<file path="src/rtl/core/drrl_pkg.sv">
// Package for the drift reapply rate limiter: word types, status codes and register constants.
package drrl_pkg;

    localparam int TIME_BITS_DEFAULT = 48;
    localparam int NOW_WIDTH         = 48;
    localparam int CFG_INDEX_WIDTH   = 3;
    localparam int CFG_DATA_WIDTH    = 32;

    localparam logic [CFG_INDEX_WIDTH-1:0] CFG_ENABLE         = 3'd0;
    localparam logic [CFG_INDEX_WIDTH-1:0] CFG_CHECK_INTERVAL = 3'd1;
    localparam logic [CFG_INDEX_WIDTH-1:0] CFG_CONFIRM        = 3'd2;
    localparam logic [CFG_INDEX_WIDTH-1:0] CFG_WINDOW         = 3'd3;
    localparam logic [CFG_INDEX_WIDTH-1:0] CFG_MAX_PER_WINDOW = 3'd4;
    localparam logic [CFG_INDEX_WIDTH-1:0] CFG_MIN_REQUEUE    = 3'd5;

    localparam logic        RST_ENABLE         = 1'b1;
    localparam logic [31:0] RST_CHECK_INTERVAL = 32'd5000;
    localparam logic [7:0]  RST_CONFIRM        = 8'd3;
    localparam logic [31:0] RST_WINDOW         = 32'd600000;
    localparam logic [7:0]  RST_MAX_PER_WINDOW = 8'd3;
    localparam logic [31:0] RST_MIN_REQUEUE    = 32'd30000;

    typedef enum logic [3:0] {
        STAT_DISABLED  = 4'd0,
        STAT_INTERVAL  = 4'd1,
        STAT_BUSY      = 4'd2,
        STAT_NO_INTENT = 4'd3,
        STAT_NOT_READY = 4'd4,
        STAT_NO_DRIFT  = 4'd5,
        STAT_PENDING   = 4'd6,
        STAT_CAP       = 4'd7,
        STAT_BACKOFF   = 4'd8,
        STAT_QUEUED    = 4'd9
    } status_t;

    typedef struct packed {
        logic [NOW_WIDTH-1:0] now_ms;
        logic                 recovery_busy;
        logic                 has_vf_intent;
        logic                 hw_ready;
        logic                 read_ok;
        logic                 drift_seen;
    } check_word_t;

    typedef struct packed {
        status_t    status;
        logic       reapply;
        logic [7:0] consecutive;
        logic [7:0] queued_in_window;
    } result_word_t;

endpackage

</file>
<file path="src/rtl/core/drift_reapply_rate_limiter.sv">
// Drift reapply rate limiter: gates periodic drift checks and limits reapply requests.
// An accepted check word goes to the input register, its result word to the result
// register. Throughput is one check word per cycle when res_stall is low; the state
// update of one check is a single compare-and-subtract pass between these registers.
// Reset (rst_n low, asynchronous) loads the register defaults and clears all state.
module drift_reapply_rate_limiter #(
    parameter int TIME_BITS = drrl_pkg::TIME_BITS_DEFAULT
) (
    input  logic                                   clk,
    input  logic                                   rst_n,
    input  logic                                   cfg_we,
    input  logic [drrl_pkg::CFG_INDEX_WIDTH-1:0]   cfg_index,
    input  logic [drrl_pkg::CFG_DATA_WIDTH-1:0]    cfg_data,
    input  logic                                   chk_valid,
    output logic                                   chk_stall,
    input  drrl_pkg::check_word_t                  chk_word,
    output logic                                   res_valid,
    input  logic                                   res_stall,
    output drrl_pkg::result_word_t                 res_word
);
    import drrl_pkg::*;

    typedef logic [TIME_BITS-1:0] time_t;

    localparam int NOW_WIDE_BITS = TIME_BITS + NOW_WIDTH;

    logic        enable_reg;
    logic [31:0] check_interval_reg;
    logic [7:0]  confirm_reg;
    logic [31:0] window_reg;
    logic [7:0]  max_per_window_reg;
    logic [31:0] min_requeue_reg;

    time_t      last_check_reg, last_check_next;
    logic [7:0] drift_count_reg, drift_count_next;
    time_t      window_start_reg, window_start_next;
    logic [7:0] window_count_reg, window_count_next;
    time_t      last_queue_reg, last_queue_next;

    logic         stage_valid_reg;
    check_word_t  stage_word_reg;
    logic         res_valid_reg;
    result_word_t res_word_reg, res_word_next;

    logic  res_free;
    logic  stage_move;
    logic  chk_take;
    logic [NOW_WIDE_BITS-1:0] now_wide;
    time_t now;
    time_t since_check, since_window, since_queue;
    logic [7:0] count_inc;
    logic [7:0] win_count_eff;

    assign res_free   = !res_valid_reg || !res_stall;
    assign stage_move = stage_valid_reg && res_free;
    assign chk_stall  = stage_valid_reg && !res_free;
    assign chk_take   = chk_valid && !chk_stall;
    assign res_valid  = res_valid_reg;
    assign res_word   = res_word_reg;

    always_ff @(posedge clk or negedge rst_n)
    begin
        if (!rst_n)
        begin
            enable_reg         <= RST_ENABLE;
            check_interval_reg <= RST_CHECK_INTERVAL;
            confirm_reg        <= RST_CONFIRM;
            window_reg         <= RST_WINDOW;
            max_per_window_reg <= RST_MAX_PER_WINDOW;
            min_requeue_reg    <= RST_MIN_REQUEUE;
        end
        else if (cfg_we)
        begin
            unique case (cfg_index)
                CFG_ENABLE:         enable_reg         <= cfg_data[0];
                CFG_CHECK_INTERVAL: check_interval_reg <= cfg_data;
                CFG_CONFIRM:        confirm_reg        <= cfg_data[7:0];
                CFG_WINDOW:         window_reg         <= cfg_data;
                CFG_MAX_PER_WINDOW: max_per_window_reg <= cfg_data[7:0];
                CFG_MIN_REQUEUE:    min_requeue_reg    <= cfg_data;
                default:            ;
            endcase
        end
    end

    // The time field is reduced to (or widened to) the internal time width.
    assign now_wide = {{TIME_BITS{1'b0}}, stage_word_reg.now_ms};
    assign now      = now_wide[TIME_BITS-1:0];

    assign since_check  = now - last_check_reg;
    assign since_window = now - window_start_reg;
    assign since_queue  = now - last_queue_reg;
    assign count_inc    = (drift_count_reg == 8'hFF) ? drift_count_reg : drift_count_reg + 8'd1;

    always_comb
    begin
        last_check_next   = last_check_reg;
        drift_count_next  = drift_count_reg;
        window_start_next = window_start_reg;
        window_count_next = window_count_reg;
        last_queue_next   = last_queue_reg;
        win_count_eff     = window_count_reg;
        res_word_next.status  = STAT_DISABLED;
        res_word_next.reapply = 1'b0;

        priority if (!enable_reg)
        begin
            res_word_next.status = STAT_DISABLED;
        end
        else if (last_check_reg != '0 && since_check < time_t'(check_interval_reg))
        begin
            res_word_next.status = STAT_INTERVAL;
        end
        else
        begin
            last_check_next = now;
            priority if (stage_word_reg.recovery_busy)
            begin
                res_word_next.status = STAT_BUSY;
            end
            else if (!stage_word_reg.has_vf_intent)
            begin
                drift_count_next     = '0;
                res_word_next.status = STAT_NO_INTENT;
            end
            else if (!stage_word_reg.hw_ready)
            begin
                drift_count_next     = '0;
                res_word_next.status = STAT_NOT_READY;
            end
            else if (!stage_word_reg.read_ok || !stage_word_reg.drift_seen)
            begin
                drift_count_next     = '0;
                res_word_next.status = STAT_NO_DRIFT;
            end
            else
            begin
                drift_count_next = count_inc;
                if (count_inc < confirm_reg)
                begin
                    res_word_next.status = STAT_PENDING;
                end
                else
                begin
                    if (window_start_reg == '0 || since_window > time_t'(window_reg))
                    begin
                        window_start_next = now;
                        win_count_eff     = '0;
                    end
                    window_count_next = win_count_eff;
                    priority if (win_count_eff >= max_per_window_reg)
                    begin
                        res_word_next.status = STAT_CAP;
                    end
                    else if (last_queue_reg != '0 && since_queue < time_t'(min_requeue_reg))
                    begin
                        res_word_next.status = STAT_BACKOFF;
                    end
                    else
                    begin
                        last_queue_next       = now;
                        window_count_next     = win_count_eff + 8'd1;
                        drift_count_next      = '0;
                        res_word_next.status  = STAT_QUEUED;
                        res_word_next.reapply = 1'b1;
                    end
                end
            end
        end

        res_word_next.consecutive      = drift_count_next;
        res_word_next.queued_in_window = window_count_next;
    end

    always_ff @(posedge clk or negedge rst_n)
    begin
        if (!rst_n)
        begin
            stage_valid_reg  <= 1'b0;
            res_valid_reg    <= 1'b0;
            last_check_reg   <= '0;
            drift_count_reg  <= '0;
            window_start_reg <= '0;
            window_count_reg <= '0;
            last_queue_reg   <= '0;
        end
        else
        begin
            if (chk_take)
                stage_valid_reg <= 1'b1;
            else if (stage_move)
                stage_valid_reg <= 1'b0;

            if (stage_move)
                res_valid_reg <= 1'b1;
            else if (!res_stall)
                res_valid_reg <= 1'b0;

            if (stage_move)
            begin
                last_check_reg   <= last_check_next;
                drift_count_reg  <= drift_count_next;
                window_start_reg <= window_start_next;
                window_count_reg <= window_count_next;
                last_queue_reg   <= last_queue_next;
            end
        end
    end

    always_ff @(posedge clk)
    begin
        if (chk_take)
            stage_word_reg <= chk_word;
        if (stage_move)
            res_word_reg <= res_word_next;
    end

endmodule

</file>
<file path="config.mk">
export PLATFORM = sky130hd
export DESIGN_NAME = drift_reapply_rate_limiter
export DESIGN_NICKNAME = d
export VERILOG_FILES = /design/src/rtl/core/drrl_pkg.sv /design/src/rtl/core/drift_reapply_rate_limiter.sv
export SDC_FILE = /design/constraint.sdc
export NUM_CORES = 1
export LEC_CHECK = 0
export ABC_AREA = 1
export BUFFER_PORTS_ARGS = -buffer_cell sky130_fd_sc_hd__buf_4
export CAP_MARGIN = 40
export CELL_PAD_IN_SITES_DETAIL_PLACEMENT = 1
export CELL_PAD_IN_SITES_GLOBAL_PLACEMENT = 2
export CORE_MARGIN = 1
export CORE_UTILIZATION = 30
export DETAILED_ROUTE_END_ITERATION = 7
export GPL_TIMING_DRIVEN = 0
export PLACE_DENSITY_LB_ADDON = 0.1
export SETUP_SLACK_MARGIN = 0.4
export SYNTH_ARGS = -nofsm -noshare
export SYNTH_HDL_FRONTEND = slang
export SYNTH_SLANG_ARGS = --single-unit
</file>
<file path="constraint.sdc">
create_clock -name clk -period 8.94 [get_ports clk]
set_input_delay 1.341 -clock clk [delete_from_list [all_inputs] [get_ports clk]]
set_output_delay 1.341 -clock clk [all_outputs]
set_load 0.02 [all_outputs]
</file>
After elaboration in Yosys (flattened, before gate mapping)
Index checks and enable logic that the tools add are counted.

Register bits after elaboration: 349. Word-level logic and storage cells: 123.

Reduce and logical (&&, ||, !) cells: 31. Add/sub/neg operators: 5. Mux-type cells: 40. Bitwise gates (word level): 9. Magnitude comparators: 5. Equality and inequality tests: 7.

Operators by type and width (count): $mux W8 (27); $sub A48 B48 Y48 (3); $lt A48 B32 Y1 (2); $reduce_bool A48 Y1 (2); $gt A48 B32 Y1 (1); $logic_not A48 Y1 (1); $add A8 B1 Y8 const B (2); $mux W3 (4); $reduce_and A2 Y1 (6); $reduce_and A10 Y1 (1); $not A1 Y1 (9); $reduce_and A9 Y1 (1); $eq A8 B8 Y1 const B (1); $ge A8 B8 Y1 (1); $lt A8 B8 Y1 (1); $reduce_or A8 Y1 (1); $mux W1 (7); $eq A3 B2 Y1 const B (2); $eq A3 B3 Y1 const B (2); $logic_not A1 Y1 (6); $logic_and A1 B1 Y1 (5); $mux W2 (2); $reduce_or A4 Y1 (1); $eq A3 B1 Y1 const B (1); 6 further kinds (8).

Logic depth before layout (Yosys ltp)
Word-level depth: 21. Depth in mapped cells: 44.

Worst setup path after synthesis
No wires, ideal clock.

Path type: reg-to-reg. Start point: register stage_word_reg (netlist bit now[0]). End point: register res_word_reg (netlist bit res_word[2]), data pin. Stages on the path, launching flop included: 32. Library setup time: 0.258 ns. Buffers on the path: 0. Data required time: 8.682 ns. Setup slack: 3.828 ns. Arrival time: 4.854 ns. Cells stage by stage: edfxtp_1 -> inv_1 -> ha_1 -> inv_1 -> fa_1 -> nand3_1 -> nand3_1 -> nand3_1 -> nand3_1 -> a21oi_1 -> xnor2_1 -> ha_1 -> nand2_1 -> nor3_1 -> and3_1 -> nand2_1 -> nand2_1 -> nand2_1 -> nor2_1 -> nand3_1 -> nor2_4 -> nand2_4 -> nor2_1 -> ha_1 -> a21oi_1 -> nor2_1 -> a211oi_1 -> a21boi_1 -> nand2_1 -> xor2_1 -> nand2_1 -> nand2_1.

RTL lines: start: declaration (line drift_reapply_rate_limiter.sv:41) `check_word_t stage_word_reg;`; start signal: assignment (line drift_reapply_rate_limiter.sv:213) `stage_word_reg <= chk_word;`; end signal: assignment (line drift_reapply_rate_limiter.sv:215) `res_word_reg <= res_word_next;`; end: declaration (line drift_reapply_rate_limiter.sv:43) `result_word_t res_word_reg, res_word_next;`.

Worst setup path after layout
Start point: register stage_word_reg (netlist bit now[9]). End point: register last_queue_reg[47].

Word-level cells in the longest chain between the ends: 14. Elaborated cells on any way between the ends: 22.

Ends and longest elaborated chain: $sub A48 B48 Y48 (line drift_reapply_rate_limiter.sv:91) `assign since_window = now - window_start_reg;`; $gt A48 B32 Y1 (line drift_reapply_rate_limiter.sv:145) `if (window_start_reg == '0 || since_window > time_t'(window_reg))`; $logic_or A1 B1 Y1 (line drift_reapply_rate_limiter.sv:145); $mux W8 (line drift_reapply_rate_limiter.sv:145); $mux W8 (line drift_reapply_rate_limiter.sv:139) `if (count_inc < confirm_reg)`; $mux W8 (line drift_reapply_rate_limiter.sv:131) `else if (!stage_word_reg.read_ok || !stage_word_reg.drift_seen)`; $mux W8 (line drift_reapply_rate_limiter.sv:126) `else if (!stage_word_reg.hw_ready)`; $mux W8 (line drift_reapply_rate_limiter.sv:121) `else if (!stage_word_reg.has_vf_intent)`; $mux W8 (line drift_reapply_rate_limiter.sv:117) `priority if (stage_word_reg.recovery_busy)`; $mux W8 (line drift_reapply_rate_limiter.sv:110) `else if (last_check_reg != '0 && since_check < time_t'(check_interval_reg))`; $mux W8 (line drift_reapply_rate_limiter.sv:106) `priority if (!enable_reg)`; $ge A8 B8 Y1 (line drift_reapply_rate_limiter.sv:151) `priority if (win_count_eff >= max_per_window_reg)`; $not A1 Y1 (no line); $reduce_and A10 Y1 (no line) *; end signal: assignment (line drift_reapply_rate_limiter.sv:205) `last_queue_reg <= last_queue_next;`; end: declaration (line drift_reapply_rate_limiter.sv:38) `time_t last_queue_reg, last_queue_next;`.

Every way passes the cells marked *; elsewhere a longest branch is shown, timed or not. The select of a mux whose other input is x is not followed. A chain may end at the register's enable or synchronous reset.

==> parameters.txt <==
Parameter                              Value

Timing
  Aggregate negative setup slack ... 0 ps
  Post-Route Skew ... approximately 40 ps
  RSZ-0062 raised after global routing ... no
  Smallest setup slack after layout ... around 1600 ps
  Pins over their slew limit ... 0
  Final setup violation count ... 0
  Fin crit period ... approximately 7400 ps
  Top achievable clock speed ... around 140 MHz
  Part of the cycle the worst path needs ... 82.63%
  Slew margin rel. ... 39.80%
  Slew at the pin with the worst max-slew slack ... between 900 and 1000 ps
  Number of hold violations in the final report ... 0

Power
  Power per cell area ... 246.5 nW/um^2
  Static Leakage ... roughly 16 nW
  Peak VDD IR ... between 100 and 150 uV

Clock network
  Clock tree from TritonCTS ... yes
  Number of buffers inserted to repair setup after CTS ... 0
  Clock sinks ... roughly 350
  Skew-Pair Late Insertion Delay ... about 650 ps
  Clock Root Buffer ... sky130_fd_sc_hd__clkbuf_16
  Number of buffers on the longest clock path ... 3
  CTS buffer count ... 47
  Number of H-tree branching levels ... 2
  Number of buffers added to fix hold violations after cts ... 0
  Register clock-pin slew on the reported worst setup and hold paths ... ~70 ps
  Number of gates resized after cts ... 0

Logic synthesis
  Mean Syn Cell Area ... about 6.9 um^2
  Leading post-synthesis cells by cell area ... sky130_fd_sc_hd__dfrtp_1 (22%), sky130_fd_sc_hd__nand2_1 (15%), sky130_fd_sc_hd__ha_1 (11%), sky130_fd_sc_hd__inv_1 (10%), sky130_fd_sc_hd__edfxtp_1 (8.0%)
  Synth Flop Type ... sky130_fd_sc_hd__dfrtp_1
  Async set or reset register ratio after synthesis ... roughly 79%
  Synth Warn # ... 0
  Synth Register Bits ... 349
  Number of enable-type register cells in the synthesized netlist ... between 70 and 80
  Net count after synthesis ... 4355
  Proportion of synthesized chip area in sequential cells ... about 33%
  Area of the mapped netlist ... 27810 um^2
  Count of distinct cell types in the synthesized netlist ... 53
  Most frequently used cell type in the post-synthesis netlist ... sky130_fd_sc_hd__nand2_1
  Post-synthesis cell count ... ~4000
  Top cell type's share of synthesized area ... between 20% and 30%
  Most common library cells after synthesis ... sky130_fd_sc_hd__nand2_1 (1102), sky130_fd_sc_hd__inv_1 (768), sky130_fd_sc_hd__nor2_1 (319)
  Area leader, netlist ... sky130_fd_sc_hd__dfrtp_1

Route
  # DRC ... 0
  Per-cell routed wire length ... 21.56 um
  Count of nets left with antenna violations after detail routing ... 0
  Detailed Route Iter0 Violations ... 1421
  Number of detailed-route iterations in the first pass ... 5
  Via count ... 26011
  Avg Vias per Cell ... ~4.8
  Final Routed Wirelength ... ~120 mm

Layout
  Antenna Diode Count ... 0
  Share of final-layout standard cells stronger than drive strength 1 ... 9.179%
  Layout net count ... 4525
  Post-layout instance area ... around 32000 um^2
  Area Overhead vs Synth ... 14.75%

Worst setup path
  FF-to-FF setup slack ... about 1600 ps
  Number of cell instances on the worst register-to-register path ... 33
  Crit path arrival time ... 7900 ps
  Maximum net fanout on the critical path ... 10
  Worst r2r dst ... last_queue_reg[47]
  Kind of end point of the critical path ... flop
  Cell seen most often among critical-path stages ... sky130_fd_sc_hd__nand2_1
  Cell class contributing the biggest share of worst-path delay ... simple AND/OR/NAND/NOR gates
  Slowest stage cell on the critical path ... sky130_fd_sc_hd__edfxtp_1
  Start-to-end type of the worst setup path ... flop to flop
  Worst Path Buf+Inv ... 4
  Crit start category ... flop
  Required @ worst endpoint ... ~9500 ps
  Stage delay of the slowest cell on the critical path ... approximately 590 ps
  Critical register-to-register path startpoint ... now[9]

Global routing
  Met1 layer usage reported by global route ... roughly a third
  Combined global-route utilization of all metal layers ... between 20% and 30%
  Wire length of the first global-routing pass ... around 180 mm
  Maximum number of pins on one net before global-route repair ... 105
  Number of antenna violations at the first check in global routing ... 2
  Total grt overflow ... 0
  Via count of the first global-routing pass ... ~27000
  Most crowded layer after global routing ... met2
  Met2 layer usage reported by global route ... between 40 and 50%
  Met3 Resource Use GR ... 2.246%

Run
  Total of max-cap violations ... 0

Place
  Setup slack at placement ... 1528 ps
  Final weighted congestion of routability-driven global placement ... about 0.9
  Post-placement cell area ... slightly above 30000 um^2
  IO Port Bufs ... approximately 120
  Post-detailed-placement half-perimeter wirelength ... between 100 and 150 mm

Run status
  Result of the run ... complete, no violations

Floorplan
  Die outline height ... between 300 and 400 um
  Number of top-level pins ... 116
  Site row count ... 111
  Starting density of the core ... roughly 30%
  Die span in x ... a little over 300 um
  Area of the core region ... 91800 um^2
  Die ar. ... roughly 94000 um^2

Hold path
  End point of the most critical hold path ... res_valid
  Class of the worst hold path ... flop to flop
  Hold_sp ... stage_valid_reg
  Cell depth of the worst hold path ... 2
-- logic make-up after synthesis --
| logic type | Yosys count | share of synthesized area, % |
|---|---|---|
| DFF | 349 | 32.85 |
| adders and majority gates | 254 | 11.51 |
| muxes | 1 | 0.04049 |
| AOI/OAI and AO/OA | 678 | 13.43 |
| and+or+nand+nor | 1785 | 27.10 |
| xor gates and xnor gates | 106 | 3.338 |
| buffers and inverters | 835 | 11.72 |
-- through the flow --
step	util [%]	hold slack [ps]	std cells	total power [mW]
floorplan	-	434.0	4008	4.628
global placement	32.93	447.6	5366	5.863
detailed placement	33.04	454.2	5372	5.934
CTS	34.76	468.1	5459	7.942
global route	34.76	504.1	5459	8.520
finish	34.76	470.5	5459	7.865
-- placed cells by master, fill, tap and decap left out, types with 18 or more instances in the layout --
cell and n:
sky130_fd_sc_hd__xor2_1 69, sky130_fd_sc_hd__o21ai_1 38, sky130_fd_sc_hd__nor3_1 31, sky130_fd_sc_hd__xnor2_1 37, sky130_fd_sc_hd__clkbuf_1 35, sky130_fd_sc_hd__nand3_1 136
sky130_fd_sc_hd__a21oi_1 226, sky130_fd_sc_hd__buf_4 119, sky130_fd_sc_hd__nor2_2 19, sky130_fd_sc_hd__edfxtp_1 74, sky130_fd_sc_hd__o21bai_1 30, sky130_fd_sc_hd__a31oi_1 18
sky130_fd_sc_hd__nand4_1 72, sky130_fd_sc_hd__dfstp_2 25, sky130_fd_sc_hd__ha_1 251, sky130_fd_sc_hd__nor4_1 32, sky130_fd_sc_hd__nor2_1 319, sky130_fd_sc_hd__inv_1 767
sky130_fd_sc_hd__clkbuf_16 48, sky130_fd_sc_hd__o21ai_0 291, sky130_fd_sc_hd__o21ai_2 43, sky130_fd_sc_hd__dfrtp_1 250, sky130_fd_sc_hd__nand2_2 37, sky130_fd_sc_hd__nand2_1 1102
-- metal layers --
layer | vias to the layer above | wire length [um]
li1 | 13125 | -
met1 | 12453 | 57030
met2 | 340 | 55850
met3 | 93 | 2784
met4 | 0 | 2045
met5 | - | 0
-- where the power goes --
part | switching (mW) | internal [mW]
clock | 0.829 | 1.13
combinational | 2.47 | 1.27
sequential | 0.240 | 1.93
-- worst register-to-register path, delay by kind of cell (launching register included) --
| kind | cells | cell delay (ps) |
|---|---|---|
| AOI/OAI and AO/OA | 5 | 1080 |
| buffers and inverters | 4 | 760 |
| DFF | 1 | 590 |
| xor gates and xnor gates | 1 | 190 |
| adders and majority gates | 3 | 1060 |
| and+or+nand+nor | 20 | 3550 |
-- how the worst max path moves through the flow --
| stage | startpoint | depth (start not counted) | to | slack (ps) |
|---|---|---|---|---|
| after global placement | now[9] | 32 | last_queue_reg[1] | 1110 |
| after global routing | now[1] | 33 | last_queue_reg[2] | 1030 |
| after floorplan | now[0] | 31 | res_word[2] | 3830 |
| after detailed placement | now[1] | 33 | last_queue_reg[1] | 1530 |
| after CTS | now[1] | 33 | last_queue_reg[43] | 1480 |
| final | now[9] | 33 | last_queue_reg[47] | 1550 |
-- cell type report --
| type | instances | area, um^2 |
|---|---|---|
| clock inverters | 27 | 282.8 |
| flip-flops and latches | 349 | 9135 |
| plain buffers | 54 | 329.1 |
| inverters | 781 | 2934 |
| repair buffers | 121 | 964.7 |
| fillers | 11569 | 59890 |
| clock buffers | 60 | 1296 |
| well taps | 1243 | 1555 |
| multi-input cells | 2824 | 15410 |
Power figures use the tool's default switching activity.
